--- config.mk ---
export PLATFORM = sky130hd
export DESIGN_NAME = pgmb_ctrl
export DESIGN_NICKNAME = d
export VERILOG_FILES = /design/src/hdl/pgmb_pkg.sv /design/src/hdl/pgmb_ctrl.sv
export SDC_FILE = /design/constraint.sdc
export NUM_CORES = 1
export LEC_CHECK = 0
export ABC_CLOCK_PERIOD_IN_PS = 1290
export BUFFER_PORTS_ARGS = -buffer_cell sky130_fd_sc_hd__buf_2
export CAP_MARGIN = 20
export CORE_AREA = 5 5 42 44
export DETAILED_ROUTE_END_ITERATION = 12
export DIE_AREA = 0 0 47 49
export GPL_ROUTABILITY_DRIVEN = 0
export SLEW_MARGIN = 5
export SYNTH_ARGS = -nofsm -noshare
export SYNTH_HDL_FRONTEND = slang
export SYNTH_SLANG_ARGS = --single-unit
--- constraint.sdc ---
create_clock -name clk -period 1.29 [get_ports clk]
set_input_delay 0.0645 -clock clk [delete_from_list [all_inputs] [get_ports clk]]
set_output_delay 0.0645 -clock clk [all_outputs]
set_load 0.01 [all_outputs]
--- src/hdl/pgmb_pkg.sv ---
`timescale 1ns / 1ps
// ----------------------------------------------------------------------------
// pgmb_pkg
// Shared types and constants of the particle grid mass binning block:
// function codes, register indexes, fixed-point constants and the
// command/status bundles between controller and datapath.
// ----------------------------------------------------------------------------
package pgmb_pkg;

	// Item function codes
	localparam logic [1:0] FUNC_DEPOSIT = 2'd0;
	localparam logic [1:0] FUNC_QUERY   = 2'd1;
	localparam logic [1:0] FUNC_CLEAR   = 2'd2;

	// Configuration register indexes
	localparam int         CFG_IDX_W           = 2;
	localparam logic [1:0] REG_INV_CELL_SIZE   = 2'd0;
	localparam logic [1:0] REG_INV_CELL_VOLUME = 2'd1;
	localparam logic [31:0] INV_RESET          = 32'd65536;

	// Fixed-point limits and constants
	localparam logic [47:0] MASS_MAX  = 48'hFFFF_FFFF_FFFF;
	localparam logic [15:0] COUNT_MAX = 16'hFFFF;
	// 273.15 in Q16.16, rounded to nearest
	localparam logic [62:0] TEMP_BASE = 63'd17901158;
	localparam logic [4:0]  DIV_TEN   = 5'd10;

	// Divide by ten: quotient bits retired per cycle and number of cycles
	localparam int DIV_BITS  = 4;
	localparam int DIV_STEPS = 64 / DIV_BITS;
	localparam int DIV_CW    = $clog2(DIV_STEPS);

	// Controller to datapath commands
	typedef struct packed {
		logic load;      // capture input item
		logic mul_pos;   // position times reciprocal cell size
		logic addr_dep;  // cell address from position products
		logic addr_qry;  // cell address from query coordinates
		logic rd_en;     // read cell entry
		logic wr_dep;    // write back updated cell entry
		logic clr_wr;    // write zero entry, advance clear address
		logic dens_mul;  // mass times reciprocal volume halves
		logic dens_sum;  // combine and saturate density
		logic temp_mul;  // density times count, start divider
		logic div_step;  // retire quotient bits
		logic out_load;  // load result register
	} pgmb_cmd_t;

	// Datapath to controller status
	typedef struct packed {
		logic clr_last;  // clear address at last cell
		logic div_last;  // final divider step
	} pgmb_sts_t;

endpackage

--- src/hdl/pgmb_ctrl.sv ---
`timescale 1ns / 1ps
// ----------------------------------------------------------------------------
// pgmb_ctrl
// Controller state machine: sequences deposit, query and clear items,
// the clearing pass after reset, and the result register handshake.
// ----------------------------------------------------------------------------
module pgmb_ctrl
	import pgmb_pkg::*;
(
	input  logic      clk,
	input  logic      arst_n,
	input  logic      in_valid,
	output logic      in_stall,
	input  logic [1:0] func,
	output logic      out_valid,
	input  logic      out_stall,
	output pgmb_cmd_t cmd,
	input  pgmb_sts_t sts
);

	localparam logic [3:0] ST_IDLE    = 4'd0;
	localparam logic [3:0] ST_CLEAR   = 4'd1;
	localparam logic [3:0] ST_D_MUL   = 4'd2;
	localparam logic [3:0] ST_D_ADDR  = 4'd3;
	localparam logic [3:0] ST_D_READ  = 4'd4;
	localparam logic [3:0] ST_D_WRITE = 4'd5;
	localparam logic [3:0] ST_Q_ADDR  = 4'd6;
	localparam logic [3:0] ST_Q_READ  = 4'd7;
	localparam logic [3:0] ST_Q_DMUL  = 4'd8;
	localparam logic [3:0] ST_Q_DSUM  = 4'd9;
	localparam logic [3:0] ST_Q_TMUL  = 4'd10;
	localparam logic [3:0] ST_Q_DIV   = 4'd11;
	localparam logic [3:0] ST_Q_OUT   = 4'd12;

	logic [3:0] state_q;
	logic [3:0] state_nxt;
	logic       out_valid_q;
	logic       accept;
	logic       out_free;

	assign in_stall = (state_q != ST_IDLE);
	assign accept   = in_valid && !in_stall;
	assign out_free = !out_valid_q || !out_stall;

	// Next state
	always_comb begin
		state_nxt = state_q;
		unique case (state_q)
			ST_IDLE: begin
				if (accept) begin
					priority case (func)
						FUNC_DEPOSIT: state_nxt = ST_D_MUL;
						FUNC_QUERY:   state_nxt = ST_Q_ADDR;
						FUNC_CLEAR:   state_nxt = ST_CLEAR;
						default:      state_nxt = ST_IDLE;
					endcase
				end
			end
			ST_CLEAR:   state_nxt = sts.clr_last ? ST_IDLE : ST_CLEAR;
			ST_D_MUL:   state_nxt = ST_D_ADDR;
			ST_D_ADDR:  state_nxt = ST_D_READ;
			ST_D_READ:  state_nxt = ST_D_WRITE;
			ST_D_WRITE: state_nxt = ST_IDLE;
			ST_Q_ADDR:  state_nxt = ST_Q_READ;
			ST_Q_READ:  state_nxt = ST_Q_DMUL;
			ST_Q_DMUL:  state_nxt = ST_Q_DSUM;
			ST_Q_DSUM:  state_nxt = ST_Q_TMUL;
			ST_Q_TMUL:  state_nxt = ST_Q_DIV;
			ST_Q_DIV:   state_nxt = sts.div_last ? ST_Q_OUT : ST_Q_DIV;
			ST_Q_OUT:   state_nxt = out_free ? ST_IDLE : ST_Q_OUT;
			default:    state_nxt = ST_IDLE;
		endcase
	end

	// Commands
	always_comb begin
		cmd          = '0;
		cmd.load     = accept;
		cmd.clr_wr   = (state_q == ST_CLEAR);
		cmd.mul_pos  = (state_q == ST_D_MUL);
		cmd.addr_dep = (state_q == ST_D_ADDR);
		cmd.addr_qry = (state_q == ST_Q_ADDR);
		cmd.rd_en    = (state_q == ST_D_READ) || (state_q == ST_Q_READ);
		cmd.wr_dep   = (state_q == ST_D_WRITE);
		cmd.dens_mul = (state_q == ST_Q_DMUL);
		cmd.dens_sum = (state_q == ST_Q_DSUM);
		cmd.temp_mul = (state_q == ST_Q_TMUL);
		cmd.div_step = (state_q == ST_Q_DIV);
		cmd.out_load = (state_q == ST_Q_OUT) && out_free;
	end

	// State register; reset starts the clearing pass
	always_ff @(posedge clk or negedge arst_n) begin
		if (!arst_n) begin
			state_q <= ST_CLEAR;
		end else begin
			state_q <= state_nxt;
		end
	end

	// Result valid: set on load, drop on transfer
	always_ff @(posedge clk or negedge arst_n) begin
		if (!arst_n) begin
			out_valid_q <= 1'b0;
		end else if (cmd.out_load) begin
			out_valid_q <= 1'b1;
		end else if (!out_stall) begin
			out_valid_q <= 1'b0;
		end
	end

	assign out_valid = out_valid_q;

endmodule

==> results.py <==
metrics = {
    "critical_path": {
        "worst-r2r-setup-slack_ps": -90,
        "critical_path_required_ps": 1230,
        "regToRegStartpoint": "state_q[0]",
        "cp-start-kind": "flip-flop",
        "r2r_cells": 5,
        "worst_ep_arrival_time_ps": 1350,
        "path_max_fanout": 5,
        "path_class": "reg -> out",
        "crit_start": "state_q[1]",
        "reg2reg_to": "state_q[1]",
        "worstSetupEndpointType": "output pin",
    },
    "placed_design": {
        "post_dp_cell_area_um2": 593.1,
        "port_buffers": 21,
        "dp_slack_ps": -27.57,
        "hpwlAfterDp_um": 1016,
    },
    "clocking": {
        "clock_latency_ps": 250,
        "cts_buffers": 3,
        "cts_sinks": 5,
        "cts_buffer_depth": 2,
        "clock-root-buffer": "clkbuf_4",
        "htreeDepth": 1,
        "cts_tree": "built",
        "clk_pin_slew_ps": 50,
    },
    "timing": {
        "period_minus_slack_ps": 1415,
        "slew-limit-headroom_pct": 78.45,
        "finalCritPeriodShare_pct": 109.7,
        "fmax_ghz": 0.7069,
        "finalHoldViolCount": 0,
        "finClkSkew_ps": 2.103,
        "setup_viol": 16,
        "tightest_slew_ps": 320.4,
        "setup_slack_ps": -124.7,
        "rsz0062_at_grt": "yes",
        "drv_slew": 0,
        "finalSetupTns_ps": -1015,
    },
    "logic_synthesis": {
        "synth_top_family_by_area": "simple AND/OR/NAND/NOR gates",
        "yosysWarnings": 0,
        "muxShareOfSynthArea_pct": 0,
        "synth_edf_count": 0,
        "synth_area_um2": 434.2,
        "syn_avg_cell_area_um2": 7.117,
        "synth_compound_area_share_pct": 21.61,
        "synth_top_area_share_pct": 23.05,
        "yosysTopAreaCell": "dfrtp_1",
        "synth_simple_gate_area_share_pct": 40.92,
        "ys_ff_latch": 5,
        "ys_top_cells_by_area": "dfrtp_1, nor3_1, nor2_1, dfstp_2, nand2_1",
        "synth.distinct_cells": 26,
        "synth_seq_area_share_pct": 29.11,
        "synth_flop_cell": "dfrtp_1",
        "synth_nets": 69,
        "synthAdderAreaFrac_pct": 0,
        "syn_inst": 61,
        "synth_xor_area_share_pct": 0,
        "async_flop_share_pct": 100.0,
    },
    "route": {
        "drt_iter0_markers": 6,
        "routed_wl_um": 1582,
        "drc_errors": 0,
        "post_drt_wl_per_cell_um": 13.64,
        "viasPerCell": 5.155,
        "antenna_left": 0,
        "vias": 598,
        "dr.pass1.iters": 4,
    },
    "run": {
        "maxCapViolCount": 0,
    },
    "layout": {
        "utilization_pct": 59.82,
        "fill_cells": 135,
        "diodes": 0,
        "area_growth_pct": 93.08,
        "fin_area_um2": 838.3,
        "drive_above_1_share_pct": 65.00,
        "nets": 109,
    },
    "status": {
        "violations": "setup timing",
        "status": "finished with violations",
    },
    "power": {
        "leakagePower_uw": 0.0003961,
        "cellPowerDensity_nw_per_um2": 2511,
        "irDropWorstVdd_mv": 1.419,
        "total_power_uw": 2105,
    },
    "global_route": {
        "overflow": 0,
        "gr-usage-all-layers_pct": 14.47,
        "antenna_found_initial": 0,
        "grt_pass1_vias": 595,
        "grt_max_degree": 14,
        "grt_pass1_wl_um": 2470,
    },
    "floorplanning": {
        "die-width_um": 47,
        "die_area_um2": 2303,
        "die_h_um": 49,
        "num_rows": 14,
        "initial_core_util_pct": 30.98,
        "core_um2": 1401,
        "ioPinCount": 22,
    },
    "worst_hold_path": {
        "hp-class": "in -> reg",
        "worstHoldStart": "func[0]",
        "hold_depth": 3,
        "whs_endpoint": "state_q[0]",
    },
}
==> synth_stat cells (2+ instances only) <==
master and instances:
dfrtp_1 4, nand2b_1 3, a31oi_1 2, inv_1 2, o21ai_0 4, nor3_1 6, a21oi_1 3, clkbuf_1 2
o21bai_1 2, nand2_1 7, nor2_1 8, nor2b_1 3, buf_2 2
==> kinds of logic after synthesis <==
family / count (synthesis)
and+or+nand+nor: 33
AOI/OAI and AO/OA: 15
buffers and inverters: 8
DFF: 5
==> cell usage in the layout, fill, tap and decap left out, drive strengths merged, types with 2 or more instances in the layout <==
cell    instances
nor4            2
o21bai          2
clkbuf          4
o21ai           4
dfrtp           4
nor2            8
nor2b           3
a31oi           2
nor3            6
a21oi           3
buf            39
nand2b          3
inv             3
nand2           7
==> stage by stage <==
| step | hold slack, ps | cells |
|---|---|---|
| 2_1_floorplan | -231.1 | 61 |
| 3_3_place_gp | -112.9 | 100 |
| 3_5_place_dp | -110.5 | 100 |
| 4_1_cts | 72.76 | 113 |
| 5_1_grt | 101.5 | 116 |
| 6_report | 87.79 | 116 |
==> flip-flops by register name, indices dropped and copies added, names as in the netlist <==
name       count
state_q        4
out_valid      1
==> worst max-delay path by stage <==
stage / depth (start not counted) / slack, ps / end
after floorplan: 4 / 3 / state_q[0]
after global placement: 4 / -10 / state_q[0]
after detailed placement: 4 / -30 / state_q[0]
after CTS: 4 / -90 / cmd[9]
after global routing: 4 / -210 / cmd[0]
final: 4 / -120 / cmd[0]
==> area by class of cell <==
cell class	count	area [um2]	share of cell area (%)
timing repair buffer	40	292.8	34.93
sequential	5	127.6	15.22
multi-input combinational	48	357.8	42.69
inverter	3	13.76	1.642
tap	16	20.02	2.388
clock buffer	4	26.28	3.134
==> repair_timing <==
action / 4_1_cts / 5_1_grt
endpoints found under the hold margin: 5 / 0
setup endpoints to repair: 15 / 17
buffers inserted: 8 / 3
gates resized for setup: 17 / 18
hold buffers: 1 / 0
pin swaps: 8 / 8
==> routing by layer <==
| metal | GRT usage, % | routed length, um | vias to the layer above |
|---|---|---|---|
| met2 | 23.08 | 846 | 19 |
| met5 | 0 | 0 | - |
| met4 | 8.756 | 55 | 0 |
| met3 | 2.214 | 61 | 7 |
| li1 | - | - | 288 |
| met1 | 17.26 | 618 | 284 |
==> critical path, cell delays in order, from the launching register on <==
cell and delay, ps:
dfrtp_1 380, buf_6 130, or2_4 250, nor3b_2 170
buf_2 160
==> report_power, final <==
| part | leakage (uW) | internal, uW | switching, uW |
|---|---|---|---|
| combinational | 0.000320 | 825 | 765 |
| sequential | 0.0000610 | 234 | 92.4 |
| clock | 0.0000150 | 117 | 71.1 |
| total | 0.000396 | 1180 | 928 |
Power figures use the tool's default switching activity.
